$ cat config.mk
export PLATFORM = sky130hd
export DESIGN_NAME = polygon_area_orientation_mean
export DESIGN_NICKNAME = d
export VERILOG_FILES = /design/src/rtl/poam_pkg.sv /design/src/rtl/polygon_area_orientation_mean.sv /design/src/rtl/poam_front.sv /design/src/rtl/poam_fifo.sv /design/src/rtl/poam_div.sv /design/src/rtl/poam_back.sv
export SDC_FILE = /design/constraint.sdc
export NUM_CORES = 2
export LEC_CHECK = 0
export ABC_CLOCK_PERIOD_IN_PS = 7700
export BUFFER_PORTS_ARGS = -buffer_cell sky130_fd_sc_hd__buf_4
export CORE_AREA = 2 2 285 287
export DETAILED_ROUTE_END_ITERATION = 10
export DIE_AREA = 0 0 287 289
export PLACE_DENSITY = 0.78
export SETUP_SLACK_MARGIN = 0.2
export SYNTH_ARGS = -nofsm -noshare
export SYNTH_HDL_FRONTEND = slang
export SYNTH_SLANG_ARGS = --single-unit
$ cat constraint.sdc
create_clock -name i_clk -period 7.7 [get_ports i_clk]
set_input_delay 1.54 -clock i_clk [delete_from_list [all_inputs] [get_ports i_clk]]
set_output_delay 1.54 -clock i_clk [all_outputs]
set_load 0.03 [all_outputs]
$ cat src/rtl/poam_pkg.sv
// Shared types and constants for the polygon area / orientation / mean block.
// Holds the input and result beat structs, the queue entry and the back-end states.
// Depends on nothing.
`timescale 1ns / 1ps

package poam_pkg;

    localparam int VTX_W            = 16;
    localparam int AREA_W           = 37;
    localparam int COUNT_W          = 7;
    localparam int MAX_VERTICES_DEF = 64;
    localparam int FIFO_DEPTH_DEF   = 4;

    typedef struct packed {
        logic signed [VTX_W-1:0] vertex_x;
        logic signed [VTX_W-1:0] vertex_y;
        logic                    last_vertex;
    } t_vertex_in;

    typedef struct packed {
        logic [AREA_W-1:0]       area;
        logic                    clockwise;
        logic signed [VTX_W-1:0] mean_x;
        logic signed [VTX_W-1:0] mean_y;
        logic [COUNT_W-1:0]      count;
        logic                    overflowed;
    } t_result_out;

    typedef struct packed {
        logic signed [VTX_W-1:0] x;
        logic signed [VTX_W-1:0] y;
        logic                    keep;
        logic                    last;
        logic                    dropped;
    } t_vtx_cmd;

    typedef struct packed {
        logic full;
        logic empty;
    } t_fifo_stat;

    typedef enum logic [2:0] {
        S_RUN,
        S_CLOSE,
        S_FOLD,
        S_DIV,
        S_DONE
    } t_back_state;

endpackage

$ cat src/rtl/polygon_area_orientation_mean.sv
// Shoelace polygon area, orientation and mean: one vertex beat per cycle into the queue unless it is full.
// Back end retires one vertex per cycle while in its run state; a polygon close then steps through the
// close, fold, divide and done states, the divide state using a bit-serial mean divider of width
// SUM_W = 16 + clog2(MAX_VERTICES + 1); the done state loads the result beat once the output is free.
// Synchronous active-low reset clears all accumulators, the queue and the result valid flag.
`timescale 1ns / 1ps

module polygon_area_orientation_mean #(
    parameter int MAX_VERTICES = poam_pkg::MAX_VERTICES_DEF,
    parameter int FIFO_DEPTH   = poam_pkg::FIFO_DEPTH_DEF
) (
    input  logic                  i_clk,
    input  logic                  i_rst_n,
    input  logic                  i_in_valid,
    output logic                  o_in_stall,
    input  poam_pkg::t_vertex_in  i_in,
    output logic                  o_out_valid,
    input  logic                  i_out_stall,
    output poam_pkg::t_result_out o_out
);
    import poam_pkg::*;

    logic       w_push;
    logic       w_pop;
    t_vtx_cmd   w_cmd;
    t_vtx_cmd   w_head;
    t_fifo_stat w_stat;

    poam_front #(
        .MAX_VERTICES (MAX_VERTICES)
    ) u_front (
        .i_clk       (i_clk),
        .i_rst_n     (i_rst_n),
        .i_in_valid  (i_in_valid),
        .o_in_stall  (o_in_stall),
        .i_in        (i_in),
        .i_fifo_stat (w_stat),
        .o_push      (w_push),
        .o_cmd       (w_cmd)
    );

    poam_fifo #(
        .DEPTH (FIFO_DEPTH)
    ) u_fifo (
        .i_clk   (i_clk),
        .i_rst_n (i_rst_n),
        .i_push  (w_push),
        .i_cmd   (w_cmd),
        .i_pop   (w_pop),
        .o_head  (w_head),
        .o_stat  (w_stat)
    );

    poam_back #(
        .MAX_VERTICES (MAX_VERTICES)
    ) u_back (
        .i_clk       (i_clk),
        .i_rst_n     (i_rst_n),
        .i_head      (w_head),
        .i_fifo_stat (w_stat),
        .o_pop       (w_pop),
        .o_out_valid (o_out_valid),
        .i_out_stall (i_out_stall),
        .o_out       (o_out)
    );

    a_no_push_full: assert property (@(posedge i_clk) disable iff (!i_rst_n)
        w_push |-> !w_stat.full)
        else $error("queue push while full");

    a_no_pop_empty: assert property (@(posedge i_clk) disable iff (!i_rst_n)
        w_pop |-> !w_stat.empty)
        else $error("queue pop while empty");

    a_reset_idle: assert property (@(posedge i_clk)
        !i_rst_n |=> !o_out_valid)
        else $error("result beat valid right after reset");

endmodule

$ cat src/rtl/poam_front.sv
// Front end: accepts vertex beats, tracks capacity and classifies each vertex.
// Pushes kept vertices and polygon closes into the command queue.
// Depends on poam_pkg.
`timescale 1ns / 1ps

module poam_front #(
    parameter int MAX_VERTICES = poam_pkg::MAX_VERTICES_DEF
) (
    input  logic                 i_clk,
    input  logic                 i_rst_n,
    input  logic                 i_in_valid,
    output logic                 o_in_stall,
    input  poam_pkg::t_vertex_in i_in,
    input  poam_pkg::t_fifo_stat i_fifo_stat,
    output logic                 o_push,
    output poam_pkg::t_vtx_cmd   o_cmd
);
    import poam_pkg::*;

    localparam int CNT_W = $clog2(MAX_VERTICES + 1);

    logic [CNT_W-1:0] r_total;
    logic [CNT_W-1:0] n_total;
    logic             r_drop;
    logic             n_drop;
    logic             w_accept;
    logic             w_full;

    assign o_in_stall = i_fifo_stat.full;
    assign w_accept   = i_in_valid && !i_fifo_stat.full;
    assign w_full     = (r_total == CNT_W'(MAX_VERTICES));

    assign o_cmd.x       = i_in.vertex_x;
    assign o_cmd.y       = i_in.vertex_y;
    assign o_cmd.keep    = !w_full;
    assign o_cmd.last    = i_in.last_vertex;
    assign o_cmd.dropped = r_drop || w_full;
    assign o_push        = w_accept && (!w_full || i_in.last_vertex);

    always_comb begin
        n_total = r_total;
        n_drop  = r_drop;
        if (w_accept) begin
            if (i_in.last_vertex) begin
                n_total = '0;
                n_drop  = 1'b0;
            end else begin
                if (!w_full) begin
                    n_total = r_total + CNT_W'(1);
                end
                n_drop = r_drop || w_full;
            end
        end
    end

    always_ff @(posedge i_clk) begin
        if (!i_rst_n) begin
            r_total <= '0;
            r_drop  <= 1'b0;
        end else begin
            r_total <= n_total;
            r_drop  <= n_drop;
        end
    end

endmodule

$ cat src/rtl/poam_fifo.sv
// Short command queue between the front end and the back end.
// Register array with head/tail pointers and an occupancy count.
// Depends on poam_pkg.
`timescale 1ns / 1ps

module poam_fifo #(
    parameter int DEPTH = poam_pkg::FIFO_DEPTH_DEF
) (
    input  logic                 i_clk,
    input  logic                 i_rst_n,
    input  logic                 i_push,
    input  poam_pkg::t_vtx_cmd   i_cmd,
    input  logic                 i_pop,
    output poam_pkg::t_vtx_cmd   o_head,
    output poam_pkg::t_fifo_stat o_stat
);
    import poam_pkg::*;

    localparam int PTR_W = (DEPTH > 1) ? $clog2(DEPTH) : 1;
    localparam int OCC_W = $clog2(DEPTH + 1);

    t_vtx_cmd         r_mem [DEPTH];
    logic [PTR_W-1:0] r_wr_ptr;
    logic [PTR_W-1:0] r_rd_ptr;
    logic [OCC_W-1:0] r_occ;
    logic [OCC_W-1:0] n_occ;

    assign o_head       = r_mem[r_rd_ptr];
    assign o_stat.full  = (r_occ == OCC_W'(DEPTH));
    assign o_stat.empty = (r_occ == '0);

    always_comb begin
        n_occ = r_occ;
        if (i_push && !i_pop) begin
            n_occ = r_occ + OCC_W'(1);
        end else if (!i_push && i_pop) begin
            n_occ = r_occ - OCC_W'(1);
        end
    end

    always_ff @(posedge i_clk) begin
        if (i_push) begin
            r_mem[r_wr_ptr] <= i_cmd;
        end
    end

    always_ff @(posedge i_clk) begin
        if (!i_rst_n) begin
            r_wr_ptr <= '0;
            r_rd_ptr <= '0;
            r_occ    <= '0;
        end else begin
            r_occ <= n_occ;
            if (i_push) begin
                r_wr_ptr <= (r_wr_ptr == PTR_W'(DEPTH - 1)) ? '0 : r_wr_ptr + PTR_W'(1);
            end
            if (i_pop) begin
                r_rd_ptr <= (r_rd_ptr == PTR_W'(DEPTH - 1)) ? '0 : r_rd_ptr + PTR_W'(1);
            end
        end
    end

endmodule

$ cat src/rtl/poam_div.sv
// Restoring divider: signed sum over unsigned vertex count, truncated toward zero.
// One quotient bit per cycle over the magnitude, sign applied at the output.
// Depends on poam_pkg.
`timescale 1ns / 1ps

module poam_div #(
    parameter int SUM_W = poam_pkg::VTX_W + poam_pkg::COUNT_W,
    parameter int CNT_W = poam_pkg::COUNT_W
) (
    input  logic                    i_clk,
    input  logic                    i_rst_n,
    input  logic                    i_start,
    input  logic signed [SUM_W-1:0] i_dividend,
    input  logic [CNT_W-1:0]        i_divisor,
    output logic                    o_done,
    output logic signed [SUM_W-1:0] o_quot
);
    import poam_pkg::*;

    localparam int IT_W = (SUM_W > 1) ? $clog2(SUM_W) : 1;

    logic [SUM_W-1:0] r_q;
    logic [CNT_W-1:0] r_rem;
    logic [IT_W-1:0]  r_iter;
    logic             r_busy;
    logic             r_neg;
    logic             r_done;
    logic [CNT_W:0]   w_rem_sh;
    logic [CNT_W:0]   w_rem_sub;
    logic             w_ge;

    assign w_rem_sh  = {r_rem, r_q[SUM_W-1]};
    assign w_ge      = (w_rem_sh >= {1'b0, i_divisor});
    assign w_rem_sub = w_rem_sh - {1'b0, i_divisor};
    assign o_done    = r_done;
    assign o_quot    = r_neg ? $signed(~r_q + SUM_W'(1)) : $signed(r_q);

    always_ff @(posedge i_clk) begin
        if (i_start) begin
            r_q   <= i_dividend[SUM_W-1] ? (~i_dividend + SUM_W'(1)) : i_dividend;
            r_rem <= '0;
            r_neg <= i_dividend[SUM_W-1];
        end else if (r_busy) begin
            r_q   <= {r_q[SUM_W-2:0], w_ge};
            r_rem <= w_ge ? w_rem_sub[CNT_W-1:0] : w_rem_sh[CNT_W-1:0];
        end
    end

    always_ff @(posedge i_clk) begin
        if (!i_rst_n) begin
            r_busy <= 1'b0;
            r_iter <= '0;
            r_done <= 1'b0;
        end else begin
            r_done <= 1'b0;
            if (i_start) begin
                r_busy <= 1'b1;
                r_iter <= '0;
            end else if (r_busy) begin
                r_iter <= r_iter + IT_W'(1);
                if (r_iter == IT_W'(SUM_W - 1)) begin
                    r_busy <= 1'b0;
                    r_done <= 1'b1;
                end
            end
        end
    end

endmodule

$ cat src/rtl/poam_back.sv
// Back end: pops vertex commands, accumulates shoelace cross products and sums,
// closes the polygon, divides for the mean and holds the result beat.
// Depends on poam_pkg and poam_div.
`timescale 1ns / 1ps

module poam_back #(
    parameter int MAX_VERTICES = poam_pkg::MAX_VERTICES_DEF
) (
    input  logic                  i_clk,
    input  logic                  i_rst_n,
    input  poam_pkg::t_vtx_cmd    i_head,
    input  poam_pkg::t_fifo_stat  i_fifo_stat,
    output logic                  o_pop,
    output logic                  o_out_valid,
    input  logic                  i_out_stall,
    output poam_pkg::t_result_out o_out
);
    import poam_pkg::*;

    localparam int CNT_W    = $clog2(MAX_VERTICES + 1);
    localparam int SUM_W    = VTX_W + CNT_W;
    localparam int CROSS_N  = 2 * VTX_W + 2 + $clog2(MAX_VERTICES);
    localparam int CROSS_W  = (CROSS_N > AREA_W + 2) ? CROSS_N : AREA_W + 2;
    localparam int PROD_W   = 2 * VTX_W;

    t_back_state r_state;
    t_back_state n_state;

    logic signed [VTX_W-1:0]   r_first_x;
    logic signed [VTX_W-1:0]   r_first_y;
    logic signed [VTX_W-1:0]   r_prev_x;
    logic signed [VTX_W-1:0]   r_prev_y;
    logic signed [CROSS_W-1:0] r_cross;
    logic signed [SUM_W-1:0]   r_sum_x;
    logic signed [SUM_W-1:0]   r_sum_y;
    logic [CNT_W-1:0]          r_count;
    logic                      r_drop;
    logic signed [PROD_W-1:0]  r_p1;
    logic signed [PROD_W-1:0]  r_p2;
    logic                      r_prod_vld;
    logic                      r_out_vld;
    t_result_out               r_out;

    logic                      w_pop;
    logic                      w_close;
    logic                      w_div_start;
    logic                      w_load;
    logic signed [VTX_W-1:0]   w_bx;
    logic signed [VTX_W-1:0]   w_by;
    logic signed [PROD_W-1:0]  w_p1;
    logic signed [PROD_W-1:0]  w_p2;
    logic [CROSS_W-1:0]        w_mag;
    logic                      w_sat;
    logic                      w_done_x;
    logic                      w_done_y;
    logic signed [SUM_W-1:0]   w_quot_x;
    logic signed [SUM_W-1:0]   w_quot_y;
    t_result_out               w_res;

    always_comb begin
        n_state = r_state;
        case (r_state)
            S_RUN: begin
                if (!i_fifo_stat.empty && i_head.last) begin
                    n_state = S_CLOSE;
                end
            end
            S_CLOSE: n_state = S_FOLD;
            S_FOLD:  n_state = S_DIV;
            S_DIV: begin
                if (w_done_x && w_done_y) begin
                    n_state = S_DONE;
                end
            end
            S_DONE: begin
                if (w_load) begin
                    n_state = S_RUN;
                end
            end
            default: n_state = S_RUN;
        endcase
    end

    always_comb begin
        w_pop       = 1'b0;
        w_close     = 1'b0;
        w_div_start = 1'b0;
        w_load      = 1'b0;
        case (r_state)
            S_RUN:   w_pop       = !i_fifo_stat.empty;
            S_CLOSE: w_close     = 1'b1;
            S_FOLD:  w_div_start = 1'b1;
            S_DIV:   w_pop       = 1'b0;
            S_DONE:  w_load      = !r_out_vld || !i_out_stall;
            default: w_pop       = 1'b0;
        endcase
    end

    assign o_pop = w_pop;

    // edge from previous vertex to head vertex, or closing edge back to the first
    assign w_bx = w_close ? r_first_x : i_head.x;
    assign w_by = w_close ? r_first_y : i_head.y;
    assign w_p1 = r_prev_x * w_by;
    assign w_p2 = w_bx * r_prev_y;

    poam_div #(
        .SUM_W (SUM_W),
        .CNT_W (CNT_W)
    ) u_div_x (
        .i_clk      (i_clk),
        .i_rst_n    (i_rst_n),
        .i_start    (w_div_start),
        .i_dividend (r_sum_x),
        .i_divisor  (r_count),
        .o_done     (w_done_x),
        .o_quot     (w_quot_x)
    );

    poam_div #(
        .SUM_W (SUM_W),
        .CNT_W (CNT_W)
    ) u_div_y (
        .i_clk      (i_clk),
        .i_rst_n    (i_rst_n),
        .i_start    (w_div_start),
        .i_dividend (r_sum_y),
        .i_divisor  (r_count),
        .o_done     (w_done_y),
        .o_quot     (w_quot_y)
    );

    assign w_mag = r_cross[CROSS_W-1] ? (~r_cross + CROSS_W'(1)) : r_cross;
    assign w_sat = |w_mag[CROSS_W-1:AREA_W+1];

    always_comb begin
        w_res.area       = w_sat ? {AREA_W{1'b1}} : w_mag[AREA_W:1];
        w_res.clockwise  = r_cross[CROSS_W-1];
        w_res.mean_x     = (r_count == '0) ? '0 : w_quot_x[VTX_W-1:0];
        w_res.mean_y     = (r_count == '0) ? '0 : w_quot_y[VTX_W-1:0];
        w_res.count      = COUNT_W'(r_count);
        w_res.overflowed = r_drop;
    end

    assign o_out_valid = r_out_vld;
    assign o_out       = r_out;

    always_ff @(posedge i_clk) begin
        r_p1 <= w_p1;
        r_p2 <= w_p2;
        if (w_load) begin
            r_out <= w_res;
        end
    end

    always_ff @(posedge i_clk) begin
        if (!i_rst_n) begin
            r_state    <= S_RUN;
            r_first_x  <= '0;
            r_first_y  <= '0;
            r_prev_x   <= '0;
            r_prev_y   <= '0;
            r_cross    <= '0;
            r_sum_x    <= '0;
            r_sum_y    <= '0;
            r_count    <= '0;
            r_drop     <= 1'b0;
            r_prod_vld <= 1'b0;
            r_out_vld  <= 1'b0;
        end else begin
            r_state    <= n_state;
            r_prod_vld <= (w_pop && i_head.keep && (r_count != '0)) || w_close;
            if (r_prod_vld) begin
                r_cross <= r_cross + CROSS_W'(r_p1) - CROSS_W'(r_p2);
            end
            if (w_pop) begin
                r_drop <= r_drop || i_head.dropped;
                if (i_head.keep) begin
                    if (r_count == '0) begin
                        r_first_x <= i_head.x;
                        r_first_y <= i_head.y;
                    end
                    r_prev_x <= i_head.x;
                    r_prev_y <= i_head.y;
                    r_sum_x  <= r_sum_x + {{(SUM_W-VTX_W){i_head.x[VTX_W-1]}}, i_head.x};
                    r_sum_y  <= r_sum_y + {{(SUM_W-VTX_W){i_head.y[VTX_W-1]}}, i_head.y};
                    r_count  <= r_count + CNT_W'(1);
                end
            end
            if (w_load) begin
                r_out_vld <= 1'b1;
                r_first_x <= '0;
                r_first_y <= '0;
                r_prev_x  <= '0;
                r_prev_y  <= '0;
                r_cross   <= '0;
                r_sum_x   <= '0;
                r_sum_y   <= '0;
                r_count   <= '0;
                r_drop    <= 1'b0;
            end else if (!i_out_stall) begin
                r_out_vld <= 1'b0;
            end
        end
    end

endmodule
==> metrics <==
status finished clean; routed wire length 117000 um; via count 34400; clk sinks 538; post-synthesis sequential area ratio 28.7%; largest area contributor in the netlist fa_1; gr busiest metal met2; final core occ 64.2%; HPWL after DPL 91400 um; Post-Synthesis Cells 4825; clk_skew 0.0319 ns; Final Critical Period 7.26 ns; initial cell density of the core 58.6%; worst slack at placement 0.0689 ns; Port Buf Inserts 116; Core ar. 0.0799 mm^2; post-synth cell types 77; number of global-route vias before repair 34800; DRC viols 0; antenna-violating nets left 0; total gr overflow 0; vias per inst 5.70; Multi-input gate area 0.0299 mm^2; Worst-Margin Slew 0.966 ns; pin count of the biggest net entering global routing 92; Area contributors post-synth fa_1 24%, edfxtp_1 17%, dfxtp_1 12%, ha_1 7.5%, inv_1 6.4%; Arr. time, crit path 7.78 ns; unrepaired setup endpoints after global routing true; Setup Crit Path Kind flop to flop; Reg area 0.0134 mm^2; Synth top area share 24.3%; Die Ht 289 um; slowest CP cell fa_2; Iter 0 DRT Violations 2974; Total GRT Usage 28.8%; Die ar. 0.0829 mm^2; Post-synth ARST share 0%; Max Root-Sink Buffers 3; synth cell count leaders 797 x inv_1, 617 x nand2_1, 568 x fa_1; crit-path most repeated cell fa_1; IO Count 117; FMAX 0.138 GHz; # nets final 5805; initial antenna violation count 10; first-pass GRT wire length 188000 um; CTS tree done; cell with the most instances after synthesis inv_1; CP bufs+invs 6; wire length per cell 19.4 um; Hold WC Path Type flop to flop; max incr delay on CP 0.71 ns; count of warnings emitted by yosys 0; CP Max Fanout 6; max cap viols 0; Placed Cells 5897; clock root cell clkbuf_16; top_reg_cell synth dfxtp_1; Fin Setup TNS 0 ns; area grow syn2layout 9.64%; critical path launch point type flop; H-tree Lvls 2; CTS clk-pin slew, worst paths 0.07 ns; Hold Vio Cnt, Final 0; critical path endpoint category flop; Layout Cells excl Fill 6033; TritonCTS Buffers 57; final critical-path share of the clock period 94.3%; setup ws final 0.436 ns; fillers 6240; Slew Viols, Final 0; Die X 287 um; syn_nets 5712; GR Util met1 38.1%; num rows 104; layout cells sized above 1 8.54%; Mean Syn Cell Area 9.70 um^2; EDFF count, synth 266; Critical Path RT 8.22 ns; Syn Std Cell Area 0.0468 mm^2; met3 usage 4.97%; Yosys reg bits 538; Placer Congestion 0.995; Setup-failing EPs final 0; DR pass1 iterations 6; Slew HR 35.0%; crit-path leading delay family adder cells; clk_lat worst skew 0.64 ns; M2 GR Usage 47.2%
cells by family after synthesis:
logic type,after synthesis,share of synthesized area (%)
AND/OR/NAND/NOR,1379,14.0
buffers and inverters,971,7.84
adder cells (fa/ha/maj),850,31.8
AO/OA/AOI/OAI,728,9.66
flip-flops,538,28.7
XOR/XNOR,254,4.75
multiplexers,105,3.22
area by class of cell:
| class | instances | share of cell area, % |
|---|---|---|
| clock inverters | 36 | 0.873 |
| repair buffers | 208 | 3.17 |
| clock buffers | 72 | 3.07 |
| multi-input cells | 3316 | 58.2 |
| flip-flops and latches | 538 | 26.2 |
| inverters | 797 | 5.83 |
| diodes | 6 | 0.0293 |
| well taps | 1060 | 2.59 |
routing by layer:
metal	vias up	wire, um
li1	15800	-
met2	1399	55100
met3	283	9580
met5	-	33
met4	6	5430
met1	16900	46900
per-stage QoR:
| step | hold slack (ns) | instance area (um^2) |
|---|---|---|
| after global placement | 0.438 | 48900 |
| final | 0.441 | 51300 |
| after CTS | 0.440 | 50900 |
| after floorplan | 0.409 | 46800 |
| after global routing | 0.456 | 51300 |
| after detailed placement | 0.422 | 48900 |
flip-flops by register name, indices dropped and copies added, names as in the netlist, 16 cells and up, named ones only:
| name | cells |
|---|---|
| u_back.r_p2 | 32 |
| u_back.r_cross | 40 |
| u_back.r_prev_x | 16 |
| u_back.r_prev_y | 16 |
| u_fifo.r_mem | 140 |
| u_back.r_sum_y | 23 |
| u_back.r_first_x | 16 |
| u_back.r_p1 | 32 |
| u_back.o_out | 78 |
| u_back.r_first_y | 16 |
| u_back.r_sum_x | 23 |
| u_back.u_div_x.r_q | 23 |
| u_back.u_div_y.r_q | 23 |
path summary, 6_finish.rpt:
| path | startpoint | endpoint | slack, ns | depth (start not counted) |
|---|---|---|---|---|
| setup / recovery | flop | u_back.r_p1[30] | 0.44 | 25 |
| hold / removal | u_back.r_drop | u_back.o_out[0] | 0.44 | 0 |
| setup reg to reg | flop | u_back.r_p1[30] | 0.44 | 25 |
| hold reg to reg | u_back.r_drop | u_back.o_out[0] | 0.44 | 0 |
what timing repair did:
action                     4_1_cts  5_1_grt
hold buffers                     0        0
resized for setup                3       34
setup endpoints to repair        3       14
buffers inserted                 0       22
pin swaps                        0        9
placed cells by master, fill, tap and decap left out, types with 44 or more instances in the layout:
cell       netlist  final
xor2_1         115    115
nor2b_1        116    116
clkbuf_16        0     58
inv_1          797    797
a21o_1          80     80
and2_1         166    166
nor2_1         216    215
xnor2_1        139    139
fa_1           568    566
ha_1           282    281
nand2_1        617    615
dfxtp_1        272    270
buf_4            0    199
a21oi_1        241    235
mux2i_1         46     46
o21ai_0        172    168
edfxtp_1       266    266
nand2b_1        45     44
Power is not shown: default switching activity piles up to over one toggle a cycle in this logic, so the estimate is an artifact.
